<file path="config.mk">
export PLATFORM = sky130hd
export DESIGN_NAME = matrix_multiply
export DESIGN_NICKNAME = d
export VERILOG_FILES = /design/src/hdl/mm_pkg.sv /design/src/hdl/mm_job_fifo.sv /design/src/hdl/mm_front.sv /design/src/hdl/mm_back.sv /design/src/hdl/matrix_multiply.sv
export SDC_FILE = /design/constraint.sdc
export NUM_CORES = 2
export LEC_CHECK = 0
export BUFFER_PORTS_ARGS = -buffer_cell sky130_fd_sc_hd__buf_2
export CORE_MARGIN = 2
export CORE_UTILIZATION = 35
export DETAILED_ROUTE_END_ITERATION = 10
export PLACE_DENSITY = 0.49
export RECOVER_POWER = 50
export REMOVE_ABC_BUFFERS = 1
export SETUP_SLACK_MARGIN = 0.5
export SLEW_MARGIN = 5
export SYNTH_ARGS = -nofsm -noshare
export SYNTH_HDL_FRONTEND = slang
export SYNTH_HIERARCHICAL = 1
export SYNTH_SLANG_ARGS = --single-unit
</file>
<file path="constraint.sdc">
create_clock -name clk -period 8.1 [get_ports clk]
set_input_delay 0 -clock clk [delete_from_list [all_inputs] [get_ports clk]]
set_output_delay 0 -clock clk [all_outputs]
set_load 0.05 [all_outputs]
</file>
<file path="src/hdl/mm_pkg.sv">
// Shared types, constants and helpers for the matrix multiply block.
`default_nettype none

package mm_pkg;

    localparam int DIM_W     = 4;            // width of a dimension register
    localparam int SIZE_W    = 2 * DIM_W;    // width of a matrix element count
    localparam int IDX_W     = 3;            // row / column index width on the output
    localparam int CFG_IDX_W = 2;
    localparam int FRAC_BITS = 8;            // Q8.8 fraction bits

    typedef logic [DIM_W-1:0] dim_t;

    localparam dim_t DIM_RESET = dim_t'(8);

    // register indexes of the configuration port
    localparam logic [CFG_IDX_W-1:0] REG_ROWS_A    = 2'd0;
    localparam logic [CFG_IDX_W-1:0] REG_INNER_DIM = 2'd1;
    localparam logic [CFG_IDX_W-1:0] REG_COLS_B    = 2'd2;

    // one job: effective sizes of the multiply
    typedef struct packed {
        dim_t nr;
        dim_t ni;
        dim_t nc;
    } job_t;

    typedef enum logic [1:0] {
        BK_IDLE,
        BK_ISSUE,
        BK_DRAIN
    } bk_state_t;

    // a zero size acts as one, a size past the maximum acts as the maximum
    function automatic dim_t eff_dim(dim_t v, dim_t max_dim);
        dim_t r;
        if (v == '0)
            r = dim_t'(1);
        else if (v > max_dim)
            r = max_dim;
        else
            r = v;
        return r;
    endfunction

endpackage

`default_nettype wire

</file>
<file path="src/hdl/mm_job_fifo.sv">
// Two-entry job queue between the load front end and the compute back end.
`default_nettype none

module mm_job_fifo (
    input  wire logic        clk,
    input  wire logic        rst_n,
    input  wire logic        push,
    input  wire mm_pkg::job_t push_job,
    output logic             full,
    input  wire logic        pop,
    output mm_pkg::job_t     pop_job,
    output logic             not_empty
);
    import mm_pkg::*;

    job_t       entry_reg [2];
    logic       wr_ptr_reg;
    logic       rd_ptr_reg;
    logic [1:0] count_reg;

    logic do_push;
    logic do_pop;

    assign full      = (count_reg == 2'd2);
    assign not_empty = (count_reg != 2'd0);
    assign do_push   = push && !full;
    assign do_pop    = pop && not_empty;
    assign pop_job   = entry_reg[rd_ptr_reg];

    always_ff @(posedge clk)
    begin
        if (do_push)
        begin
            entry_reg[wr_ptr_reg] <= push_job;
        end
    end

    always_ff @(posedge clk or negedge rst_n)
    begin
        if (!rst_n)
        begin
            wr_ptr_reg <= 1'b0;
            rd_ptr_reg <= 1'b0;
            count_reg  <= 2'd0;
        end
        else
        begin
            if (do_push)
                wr_ptr_reg <= !wr_ptr_reg;
            if (do_pop)
                rd_ptr_reg <= !rd_ptr_reg;
            case ({do_push, do_pop})
                2'b10:   count_reg <= count_reg + 2'd1;
                2'b01:   count_reg <= count_reg - 2'd1;
                default: count_reg <= count_reg;
            endcase
        end
    end

endmodule

`default_nettype wire

</file>
<file path="src/hdl/mm_front.sv">
// Load front end: size registers, element counters, store writes and job detection.
`default_nettype none

module mm_front #(
    parameter int MAX_DIM    = 8,
    parameter int ELEM_WIDTH = 16,
    parameter int ADDR_W     = 6,
    parameter int CNT_W      = 7
) (
    input  wire logic                          clk,
    input  wire logic                          rst_n,
    input  wire logic                          cfg_we,
    input  wire logic [mm_pkg::CFG_IDX_W-1:0]  cfg_index,
    input  wire logic [mm_pkg::DIM_W-1:0]      cfg_data,
    input  wire logic                          in_valid,
    output logic                               in_ready,
    input  wire logic                          in_mode,
    input  wire logic [ELEM_WIDTH-1:0]         in_element,
    input  wire logic                          job_busy,
    input  wire logic                          job_full,
    output logic                               job_push,
    output mm_pkg::job_t                       job,
    output logic                               wr_a,
    output logic                               wr_b,
    output logic [ADDR_W-1:0]                  wr_addr,
    output logic [ELEM_WIDTH-1:0]              wr_data
);
    import mm_pkg::*;

    localparam dim_t MAX_D = dim_t'(MAX_DIM);

    dim_t             rows_a_reg;
    dim_t             inner_dim_reg;
    dim_t             cols_b_reg;
    logic [CNT_W-1:0] count_a_reg;
    logic [CNT_W-1:0] count_b_reg;

    logic              accept;
    dim_t              nr, ni, nc;
    logic [SIZE_W-1:0] size_a, size_b;
    logic [CNT_W-1:0]  count_a_next, count_b_next;
    logic              done;

    always_comb
    begin
        nr     = eff_dim(rows_a_reg, MAX_D);
        ni     = eff_dim(inner_dim_reg, MAX_D);
        nc     = eff_dim(cols_b_reg, MAX_D);
        size_a = SIZE_W'(nr) * SIZE_W'(ni);
        size_b = SIZE_W'(ni) * SIZE_W'(nc);

        in_ready = !job_busy && !job_full;
        accept   = in_valid && in_ready;

        // full matrices drop further loads
        wr_a = accept && !in_mode && (SIZE_W'(count_a_reg) < size_a);
        wr_b = accept &&  in_mode && (SIZE_W'(count_b_reg) < size_b);
        wr_addr = in_mode ? count_b_reg[ADDR_W-1:0] : count_a_reg[ADDR_W-1:0];
        wr_data = in_element;

        count_a_next = count_a_reg + CNT_W'(wr_a);
        count_b_next = count_b_reg + CNT_W'(wr_b);

        done = accept && (SIZE_W'(count_a_next) >= size_a)
                      && (SIZE_W'(count_b_next) >= size_b);

        job_push = done;
        job.nr   = nr;
        job.ni   = ni;
        job.nc   = nc;
    end

    always_ff @(posedge clk or negedge rst_n)
    begin
        if (!rst_n)
        begin
            rows_a_reg    <= DIM_RESET;
            inner_dim_reg <= DIM_RESET;
            cols_b_reg    <= DIM_RESET;
            count_a_reg   <= '0;
            count_b_reg   <= '0;
        end
        else
        begin
            if (cfg_we)
            begin
                if (cfg_index == REG_ROWS_A)
                    rows_a_reg <= cfg_data;
                if (cfg_index == REG_INNER_DIM)
                    inner_dim_reg <= cfg_data;
                if (cfg_index == REG_COLS_B)
                    cols_b_reg <= cfg_data;
            end
            if (accept)
            begin
                count_a_reg <= done ? '0 : count_a_next;
                count_b_reg <= done ? '0 : count_b_next;
            end
        end
    end

endmodule

`default_nettype wire

</file>
<file path="src/hdl/mm_back.sv">
// Compute back end: element stores, dot-product sequencer, MAC pipeline, result register.
`default_nettype none

module mm_back #(
    parameter int SLOTS      = 64,
    parameter int ADDR_W     = 6,
    parameter int ELEM_WIDTH = 16,
    parameter int ACC_W      = 36
) (
    input  wire logic                         clk,
    input  wire logic                         rst_n,
    input  wire logic                         wr_a,
    input  wire logic                         wr_b,
    input  wire logic [ADDR_W-1:0]            wr_addr,
    input  wire logic [ELEM_WIDTH-1:0]        wr_data,
    input  wire logic                         job_valid,
    input  wire mm_pkg::job_t                 job,
    output logic                              job_pop,
    output logic                              busy,
    output logic                              out_valid,
    input  wire logic                         out_ready,
    output logic [ELEM_WIDTH-1:0]             out_product,
    output logic [mm_pkg::IDX_W-1:0]          out_row,
    output logic [mm_pkg::IDX_W-1:0]          out_col,
    output logic                              out_last
);
    import mm_pkg::*;

    localparam logic signed [ACC_W-1:0] SAT_HI =
        ACC_W'((64'sd1 <<< (ELEM_WIDTH - 1)) - 64'sd1);
    localparam logic signed [ACC_W-1:0] SAT_LO = ~SAT_HI;

    logic [ELEM_WIDTH-1:0] mem_a [SLOTS];
    logic [ELEM_WIDTH-1:0] mem_b [SLOTS];

    bk_state_t   state_reg, state_next;
    job_t        job_reg;
    dim_t        r_reg, c_reg, n_reg;
    logic [ADDR_W-1:0] a_base_reg, a_ptr_reg, b_ptr_reg;

    logic signed [ELEM_WIDTH-1:0]   rd_a_reg, rd_b_reg;
    logic signed [2*ELEM_WIDTH-1:0] mul_reg;
    logic signed [ACC_W-1:0]        acc_reg;
    logic v1_reg, first1_reg, last1_reg;
    logic v2_reg, first2_reg, last2_reg;
    logic done3_reg;
    logic out_valid_reg;

    logic issue_fire;
    logic out_free;
    logic n_last;
    logic c_last;
    logic last_elem;
    logic advance;
    logic signed [ACC_W-1:0]      shifted;
    logic        [ELEM_WIDTH-1:0] sat;

    assign out_free  = !out_valid_reg || out_ready;
    assign n_last    = (n_reg == job_reg.ni - dim_t'(1));
    assign c_last    = (c_reg == job_reg.nc - dim_t'(1));
    assign last_elem = (r_reg == job_reg.nr - dim_t'(1)) && c_last;
    assign busy      = (state_reg != BK_IDLE);
    assign out_valid = out_valid_reg;

    // sequencer
    always_comb
    begin
        state_next = state_reg;
        job_pop    = 1'b0;
        issue_fire = 1'b0;
        advance    = 1'b0;
        case (state_reg)
            BK_IDLE:
            begin
                if (job_valid)
                begin
                    job_pop    = 1'b1;
                    state_next = BK_ISSUE;
                end
            end
            BK_ISSUE:
            begin
                // a new dot product starts only once the result register is free
                if (n_reg != '0 || out_free)
                begin
                    issue_fire = 1'b1;
                    if (n_last)
                        state_next = BK_DRAIN;
                end
            end
            BK_DRAIN:
            begin
                if (done3_reg)
                begin
                    advance    = 1'b1;
                    state_next = last_elem ? BK_IDLE : BK_ISSUE;
                end
            end
            default:
            begin
                state_next = BK_IDLE;
            end
        endcase
    end

    always_ff @(posedge clk or negedge rst_n)
    begin
        if (!rst_n)
        begin
            state_reg  <= BK_IDLE;
            job_reg    <= '0;
            r_reg      <= '0;
            c_reg      <= '0;
            n_reg      <= '0;
            a_base_reg <= '0;
            a_ptr_reg  <= '0;
            b_ptr_reg  <= '0;
        end
        else
        begin
            state_reg <= state_next;
            if (job_pop)
            begin
                job_reg    <= job;
                r_reg      <= '0;
                c_reg      <= '0;
                n_reg      <= '0;
                a_base_reg <= '0;
                a_ptr_reg  <= '0;
                b_ptr_reg  <= '0;
            end
            else if (issue_fire)
            begin
                n_reg     <= n_last ? '0 : n_reg + dim_t'(1);
                a_ptr_reg <= a_ptr_reg + ADDR_W'(1);
                b_ptr_reg <= b_ptr_reg + ADDR_W'(job_reg.nc);
            end
            else if (advance && !last_elem)
            begin
                if (c_last)
                begin
                    c_reg      <= '0;
                    r_reg      <= r_reg + dim_t'(1);
                    a_base_reg <= a_base_reg + ADDR_W'(job_reg.ni);
                    a_ptr_reg  <= a_base_reg + ADDR_W'(job_reg.ni);
                    b_ptr_reg  <= '0;
                end
                else
                begin
                    c_reg     <= c_reg + dim_t'(1);
                    a_ptr_reg <= a_base_reg;
                    b_ptr_reg <= ADDR_W'(c_reg + dim_t'(1));
                end
            end
        end
    end

    // stores: one write port from the front end, one registered read port each
    always_ff @(posedge clk)
    begin
        if (wr_a)
            mem_a[wr_addr] <= wr_data;
        if (wr_b)
            mem_b[wr_addr] <= wr_data;
    end

    always_ff @(posedge clk)
    begin
        rd_a_reg <= mem_a[a_ptr_reg];
        rd_b_reg <= mem_b[b_ptr_reg];
    end

    // multiply and accumulate
    always_ff @(posedge clk)
    begin
        first1_reg <= (n_reg == '0);
        last1_reg  <= n_last;
        mul_reg    <= rd_a_reg * rd_b_reg;
        first2_reg <= first1_reg;
        last2_reg  <= last1_reg;
        if (v2_reg)
            acc_reg <= first2_reg ? ACC_W'(mul_reg) : acc_reg + ACC_W'(mul_reg);
    end

    always_comb
    begin
        shifted = acc_reg >>> FRAC_BITS;
        if (shifted > SAT_HI)
            sat = SAT_HI[ELEM_WIDTH-1:0];
        else if (shifted < SAT_LO)
            sat = SAT_LO[ELEM_WIDTH-1:0];
        else
            sat = shifted[ELEM_WIDTH-1:0];
    end

    always_ff @(posedge clk)
    begin
        if (done3_reg)
        begin
            out_product <= sat;
            out_row     <= r_reg[IDX_W-1:0];
            out_col     <= c_reg[IDX_W-1:0];
            out_last    <= last_elem;
        end
    end

    always_ff @(posedge clk or negedge rst_n)
    begin
        if (!rst_n)
        begin
            v1_reg        <= 1'b0;
            v2_reg        <= 1'b0;
            done3_reg     <= 1'b0;
            out_valid_reg <= 1'b0;
        end
        else
        begin
            v1_reg    <= issue_fire;
            v2_reg    <= v1_reg;
            done3_reg <= v2_reg && last2_reg;
            if (done3_reg)
                out_valid_reg <= 1'b1;
            else if (out_ready)
                out_valid_reg <= 1'b0;
        end
    end

    // a finished sum never lands on a result that is still waiting
    a_done_free: assert property (@(posedge clk) disable iff (!rst_n)
        done3_reg |-> (!out_valid_reg || out_ready))
        else $error("result overwritten before transfer");

    a_n_range: assert property (@(posedge clk) disable iff (!rst_n)
        (state_reg == BK_ISSUE) |-> (n_reg < job_reg.ni))
        else $error("inner index out of range");

    a_rc_range: assert property (@(posedge clk) disable iff (!rst_n)
        (state_reg != BK_IDLE) |-> (r_reg < job_reg.nr && c_reg < job_reg.nc))
        else $error("row or column index out of range");

    a_one_dot: assert property (@(posedge clk) disable iff (!rst_n)
        issue_fire && (n_reg == '0) |-> !v1_reg && !v2_reg && !done3_reg)
        else $error("dot product started while another is in flight");

endmodule

`default_nettype wire

</file>
<file path="src/hdl/matrix_multiply.sv">
// Top level of the signed Q8.8 matrix multiply block.
//
// Matrix A (rows_a x inner_dim) and matrix B (inner_dim x cols_b) are
// loaded one element per input transfer in row-major order; s_tuser selects
// the matrix (0 = A, 1 = B). Elements beyond a full matrix are dropped. The
// transfer after which both matrices are complete starts a job, and the
// block then streams every C[row][col] in row-major order, m_tlast on the
// final one, with sums formed exactly, shifted right by 8 and saturated.
// Sizes of 0 act as 1 and sizes above MAX_DIM act as MAX_DIM. Each result
// comes from a single shared multiply-accumulate fed by one read port per
// store, through registered read, multiply and accumulate steps before the
// saturated sum lands in the output register; s_tready stays low from the
// completing transfer until the last result has been written to the output
// register. No clearing pass is needed after reset.
// Write the size registers only while idle.
`default_nettype none

module matrix_multiply #(
    parameter int MAX_DIM    = 8,
    parameter int ELEM_WIDTH = 16
) (
    input  wire logic                                 clk,
    input  wire logic                                 rst_n,
    // configuration write port
    input  wire logic                                 cfg_we,
    input  wire logic [mm_pkg::CFG_IDX_W-1:0]         cfg_index,
    input  wire logic [mm_pkg::DIM_W-1:0]             cfg_data,
    // element input
    input  wire logic                                 s_tvalid,
    output logic                                      s_tready,
    input  wire logic [((ELEM_WIDTH+7)/8)*8-1:0]      s_tdata,  // element
    input  wire logic                                 s_tuser,  // mode
    // result output
    output logic                                      m_tvalid,
    input  wire logic                                 m_tready,
    output logic [((ELEM_WIDTH+6+7)/8)*8-1:0]         m_tdata,  // product, row, col
    output logic                                      m_tlast
);
    import mm_pkg::*;

    localparam int SLOTS  = MAX_DIM * MAX_DIM;
    localparam int ADDR_W = (SLOTS > 1) ? $clog2(SLOTS) : 1;
    localparam int CNT_W  = $clog2(SLOTS + 1);
    localparam int ACC_W  = 2 * ELEM_WIDTH + $clog2(MAX_DIM) + 1;
    localparam int OUT_W  = ((ELEM_WIDTH + 6 + 7) / 8) * 8;

    logic                  job_push, job_full, job_not_empty, job_pop, back_busy;
    job_t                  front_job, queued_job;
    logic                  wr_a, wr_b;
    logic [ADDR_W-1:0]     wr_addr;
    logic [ELEM_WIDTH-1:0] wr_data;
    logic [ELEM_WIDTH-1:0] out_product;
    logic [IDX_W-1:0]      out_row, out_col;

    // front end holds off loads while any job is queued or running
    mm_front #(
        .MAX_DIM    (MAX_DIM),
        .ELEM_WIDTH (ELEM_WIDTH),
        .ADDR_W     (ADDR_W),
        .CNT_W      (CNT_W)
    ) u_front (
        .clk        (clk),
        .rst_n      (rst_n),
        .cfg_we     (cfg_we),
        .cfg_index  (cfg_index),
        .cfg_data   (cfg_data),
        .in_valid   (s_tvalid),
        .in_ready   (s_tready),
        .in_mode    (s_tuser),
        .in_element (s_tdata[ELEM_WIDTH-1:0]),
        .job_busy   (job_not_empty || back_busy),
        .job_full   (job_full),
        .job_push   (job_push),
        .job        (front_job),
        .wr_a       (wr_a),
        .wr_b       (wr_b),
        .wr_addr    (wr_addr),
        .wr_data    (wr_data)
    );

    mm_job_fifo u_job_fifo (
        .clk       (clk),
        .rst_n     (rst_n),
        .push      (job_push),
        .push_job  (front_job),
        .full      (job_full),
        .pop       (job_pop),
        .pop_job   (queued_job),
        .not_empty (job_not_empty)
    );

    mm_back #(
        .SLOTS      (SLOTS),
        .ADDR_W     (ADDR_W),
        .ELEM_WIDTH (ELEM_WIDTH),
        .ACC_W      (ACC_W)
    ) u_back (
        .clk         (clk),
        .rst_n       (rst_n),
        .wr_a        (wr_a),
        .wr_b        (wr_b),
        .wr_addr     (wr_addr),
        .wr_data     (wr_data),
        .job_valid   (job_not_empty),
        .job         (queued_job),
        .job_pop     (job_pop),
        .busy        (back_busy),
        .out_valid   (m_tvalid),
        .out_ready   (m_tready),
        .out_product (out_product),
        .out_row     (out_row),
        .out_col     (out_col),
        .out_last    (m_tlast)
    );

    // tdata packing from bit 0: product, row, col, zero fill
    assign m_tdata = OUT_W'({out_col, out_row, out_product});

endmodule

`default_nettype wire

</file>
---- Word level (Yosys, flattened, before mapping) ----
Memories as Yosys holds them, arrays and structs flattened. A register that Yosys moved wholly into a read port is not among the register bits.
Index checks and enable logic that the tools add are counted.
word-level totals
  memories ................................ 3
  logic and storage cells ................. 172
  input port bits ......................... 28
  bits in registers ....................... 161
  memory bits (writable) .................. 2072
memory list
  name                  words  bits a word  rd ports  clocked after memory_dff  wr ports  RTL line           RTL
  u_back.mem_a          64     16           1         1                         1         mm_back.sv:33      logic [ELEM_WIDTH-1:0] mem_a [SLOTS];
  u_back.mem_b          64     16           1         1                         1         mm_back.sv:34      logic [ELEM_WIDTH-1:0] mem_b [SLOTS];
  u_job_fifo.entry_reg  2      12           1         1                         1         mm_job_fifo.sv:16  job_t entry_reg [2];
cells by class
  eq/ne operators ......................... 15
  reductions and logical operators ........ 45
  multipliers ............................. 3
  add/sub/neg operators ................... 15
  muxes and demuxes ....................... 53
  magnitude comparators ................... 9
operator list
  operator                number
  $mux W4                 17
  $mux W6                 11
  $add A36 B32 Y36        1
  $mux W36                1
  $mul A16 B16 Y32        1
  $gt A28 B16 Y1 const B  1
  $lt A28 B16 Y1 const B  1
  $ge A7 B8 Y1            2
  $logic_not A4 Y1        4
  $lt A7 B8 Y1            2
  $mul A4 B4 Y8           2
  $mux W16                1
  $mux W1                 15
  $add A7 B1 Y7           2
  $mux W7                 2
  $reduce_bool A2 Y1      7
  $logic_and A1 B1 Y1     13
  $add A4 B1 Y4 const B   3
  $add A6 B4 Y6           2
  $eq A4 B4 Y1            3
  $gt A4 B4 Y1 const B    3
  $sub A4 B1 Y4 const B   3
  $eq A2 B2 Y1 const B    4
  $logic_not A1 Y1        8
  17 further kinds        31

---- Logic depth before layout (Yosys ltp) ----
  depth after elaboration ................. 14
  depth in mapped cells ................... 33
  depth with buffers taken out ............ 32

---- Cells and area by module ----
The synthesis kept the hierarchy.
by module, submodules not included
  module           times used  cells an instance  area each (sq um)
  mm_back          1           4908               96048.4
  mm_front         1           330                3044.2
  mm_job_fifo      1           55                 1062.3
  matrix_multiply  1           4                  25.0

---- Least setup slack after synthesis ----
No wires, ideal clock.
  path kind ............................... register -> register
  from .................................... register u_front.inner_dim_reg[3]
  to ...................................... memory u_job_fifo/entry_reg[0][0] in the netlist's numbering (enable)
  buffers on the path ..................... 2
  cell stages (with the launch flop) ...... 31
  required time ........................... 7.720 ns
  setup slack ............................. 1.164 ns
  arrival ................................. 6.556 ns
  path through ............................ dfstp_2 clkbuf_1 nand2b_1 inv_1 nand2_1 fa_1 inv_1 fa_1 fa_1 inv_1 ha_1 a21o_1 a21o_1 a21o_1 a21oi_1 o21ai_0 a211oi_1 ha_1 ha_1 nand3_1 nor2_1 xor2_1 ha_1 o21ai_0 nor2_1 o221ai_1 a211oi_2 and3_4 buf_12 nand2_1 nor2_1
RTL lines
  element                 RTL line           RTL
  start, declared         mm_front.sv:33     dim_t inner_dim_reg;
  start signal, assigned  mm_front.sv:90     inner_dim_reg <= cfg_data;
  end, declared           mm_job_fifo.sv:16

==> impl_metrics.py <==
metrics = {
    "global_route": {
        "grt_pass1_vias": 51700,
        "wire_length_of_the_first_global_routing_pass_um": 374000,
        "globalRouteTotalUtil": 0.176,
        "grt_antenna_before_repair": 13,
        "grt_max_degree": 120,
        "global_route.overflow_total": 0,
    },
    "detailed_routing": {
        "detailroute.via_count": 49500,
        "drt_iter0_drc": 4213,
        "via_per_inst": 5.18,
        "drt_pass_1_iters": 7,
        "antenna_violating_nets_post_route": 0,
        "drc_errors_left": 0,
        "wl_um": 256000,
        "routed_wire_length_per_instance_um": 26.8,
    },
    "sta": {
        "timing.final.max_slew_violations": 2207,
        "relSlewSlack": -2.11,
        "finalSetupViolCount": 0,
        "max_freq_ghz": 0.140,
        "rsz0062_at_grt": "no",
        "report.final.hold_viol_count": 0,
        "setup-tns-final_ns": 0,
        "finalCritPeriodShare": 0.885,
        "fin_skew_ns": 0.0693,
        "timing.final.crit_period_ns": 7.17,
        "worstMarginPinSlew_ns": 4.67,
    },
    "run": {
        "maxCapViolCount": 34,
    },
    "synth": {
        "post-synth-top-count-cell": "edfxtp_1",
        "ys_ff_latch": 2277,
        "syn-cell-area_mm2": 0.100,
        "synth_compound_area_frac": 0.0224,
        "synth.top_cells.by_area": "edfxtp_1 64%, mux4_2 15%, fa_1 5.5%",
        "dominantRegCellSynth": "edfxtp_1",
        "synth-adder-area-share": 0.0780,
        "synth_sequential_area_ratio": 0.672,
        "synth-edff-count": 2131,
        "fraction_of_synthesized_cell_area_taken_by_the_top_area_cell_type": 0.639,
        "synth-xor-area-share": 0.00924,
        "synthesis.instances": 5297,
        "synth_simple_gate_area_frac": 0.0391,
        "post_synth_most_frequent_cells": "2131 x edfxtp_1, 672 x mux4_2, 342 x inv_1",
        "synth_top_family_by_area": "multiplexers",
        "netlist.top_cell.by_area": "edfxtp_1",
        "post_synth.cell_area_avg_um2": 18.9,
        "async_flop_share": 0.0343,
        "muxShareOfSynthArea": 0.155,
        "yosys.cell_types.count": 84,
        "synth_warnings": 6,
    },
    "finish": {
        "final_util": 0.399,
        "area_growth_pct": 13.4,
        "num-fill-cells": 25600,
        "register_area_mm2": 0.0673,
        "layout-drive-gt1-share": 0.222,
        "area_taken_by_multi_input_logic_gates_mm2": 0.0305,
        "finish.net_count": 6079,
    },
    "run_status": {
        "violations": "max-capacitance violations, max-slew violations",
        "result_of_the_run": "finished, violations left",
    },
    "setup_path": {
        "r2r-start": "u_front/inner_dim_reg[3]$_DFFE_PN1P_",
        "critical_path.startpoint_type": "flip-flop",
        "cpMaxStageDelayCell": "dfstp_1",
        "crit_arrival_ns": 7.95,
        "timing_worst_setup_path_type": "flip-flop to flip-flop",
        "cpMostUsedCell": "ha_1",
        "crit-reg2reg-capture": "u_job_fifo/count_reg[1]$_DFFE_PN0P_",
        "ff2ff_setup_slack_ns": 0.93,
        "critical_path_peak_fanout": 14,
        "critical_path.endpoint_type": "flip-flop",
        "cp_data_required_time_ns": 8.89,
        "worst_setup_path_startpoint": "u_front/inner_dim_reg[3]$_DFFE_PN1P_",
        "r2r_depth": 28,
        "critPathMaxStageDelay_ns": 0.76,
    },
    "floorplan": {
        "die_area_mm2": 0.291,
        "placeableCoreArea_mm2": 0.285,
        "top_level_ports": 55,
        "die_x_um": 539,
        "start_util": 0.352,
        "core.rowCount": 196,
        "die-height_um": 539,
    },
    "placement": {
        "placement.io_buffers": 52,
        "globalplace.congestion": 0.792,
        "final_hpwl_dp_um": 155000,
    },
    "hold_path": {
        "whs_path_depth": 4,
        "hold_path.class": "input pin to flip-flop",
        "worst_hold_path.endpoint": "u_front/cols_b_reg[0]$_DFFE_PN0P_",
        "hold_path.startpoint": "cfg_index[1]",
    },
    "clock_tree": {
        "tritoncts_clock_tree": "done",
        "cts-buffers-inserted": 246,
        "cts.clk_slew.worst_paths_ns": 0.06,
        "clk_latency_ns": 0.90,
        "tritoncts_sink_count": 2277,
        "clock_tree.htree_level_count": 4,
        "ctsRootBufferMaster": "clkbuf_16",
        "ctsLongestPathBuffers": 4,
    },
}
-- how the worst max path moves through the flow --
stage                                                        to  slack [ns]
final                       u_job_fifo/count_reg[1]$_DFFE_PN0P_        0.93
after global routing        u_job_fifo/count_reg[1]$_DFFE_PN0P_        0.35
after CTS                  u_job_fifo/entry_reg[1][3]$_DFFE_PP_        0.61
after detailed placement  u_job_fifo/entry_reg[1][11]$_DFFE_PP_        0.63
after global placement    u_job_fifo/entry_reg[1][11]$_DFFE_PP_        0.68
after floorplan                      u_back/rd_a_reg[0]$_DFF_P_       -3.38
-- worst max-delay path, delay by kind of cell, from the launching register on --
| kind | cells | cell delay, ns |
|---|---|---|
| DFF | 1 | 0.76 |
| adders and majority gates | 8 | 2.80 |
| and+or+nand+nor | 8 | 1.39 |
| xor gates and xnor gates | 2 | 0.34 |
| AOI/OAI and AO/OA | 7 | 1.48 |
| buffers and inverters | 3 | 0.31 |
-- layer usage --
metal	part of all wire	track usage	wire [µm]	up-vias
met3	0.051	0.0265	13200	321
met2	0.47	0.281	120000	1083
met4	0.019	0.0373	4900	0
met1	0.46	0.256	118000	26800
li1	-	-	-	21200
met5	0	0	0	-
-- cells in the final DEF, fill, tap and decap left out, drive strengths merged, types with 23 or more instances in the layout --
cell type       n
nor2          217
mux2           31
fa            273
and2          146
o21ai          87
and3           23
dfrtp          75
clkbuf        377
xnor2          60
edfxtp       2131
mux4          672
o21a           32
nand2b         23
nand2         257
clkinv        101
xor2           44
nand3          35
dfxtp          68
a21o           49
inv           347
buf           200
a21oi          65
ha            188
dlygate4sd3    38
-- logic make-up after synthesis --
logic type	Yosys count
DFF	2277
buffers and inverters	598
xor gates and xnor gates	104
other	1
AOI/OAI and AO/OA	336
muxes	709
adders and majority gates	461
and+or+nand+nor	811
-- through the flow --
stage          hold WS (ns)  setup WS (ns)  instance area [µm²]  instances
6_report              0.215          0.933               114000       9559
5_1_grt               0.215          0.354               114000       9548
3_5_place_dp         -0.120          0.632               106000       9057
4_1_cts              0.0599          0.606               114000       9536
2_1_floorplan        -0.296          -3.38                99100       5043
3_3_place_gp         -0.129          0.681               106000       9057
-- area by class of cell --
type	instances	share of cell area
sequential	2277	0.593
tap	3762	0.0414
timing repair buffer	299	0.0196
inverter	343	0.0113
antenna	14	0.000308
clock inverter	125	0.00949
clock buffer	316	0.0566
multi-input combinational	2423	0.269
-- repair_timing --
action                     in CTS  in global routing
hold buffers                   38                  0
gates resized for setup         0                  2
setup endpoints to repair       0                 26
hold endpoints to repair     1004                  0
buffers inserted                0                  9
Power is left out: the tool's default activity adds up to more than one toggle a clock period on the data nets, which glitch-free logic cannot reach.
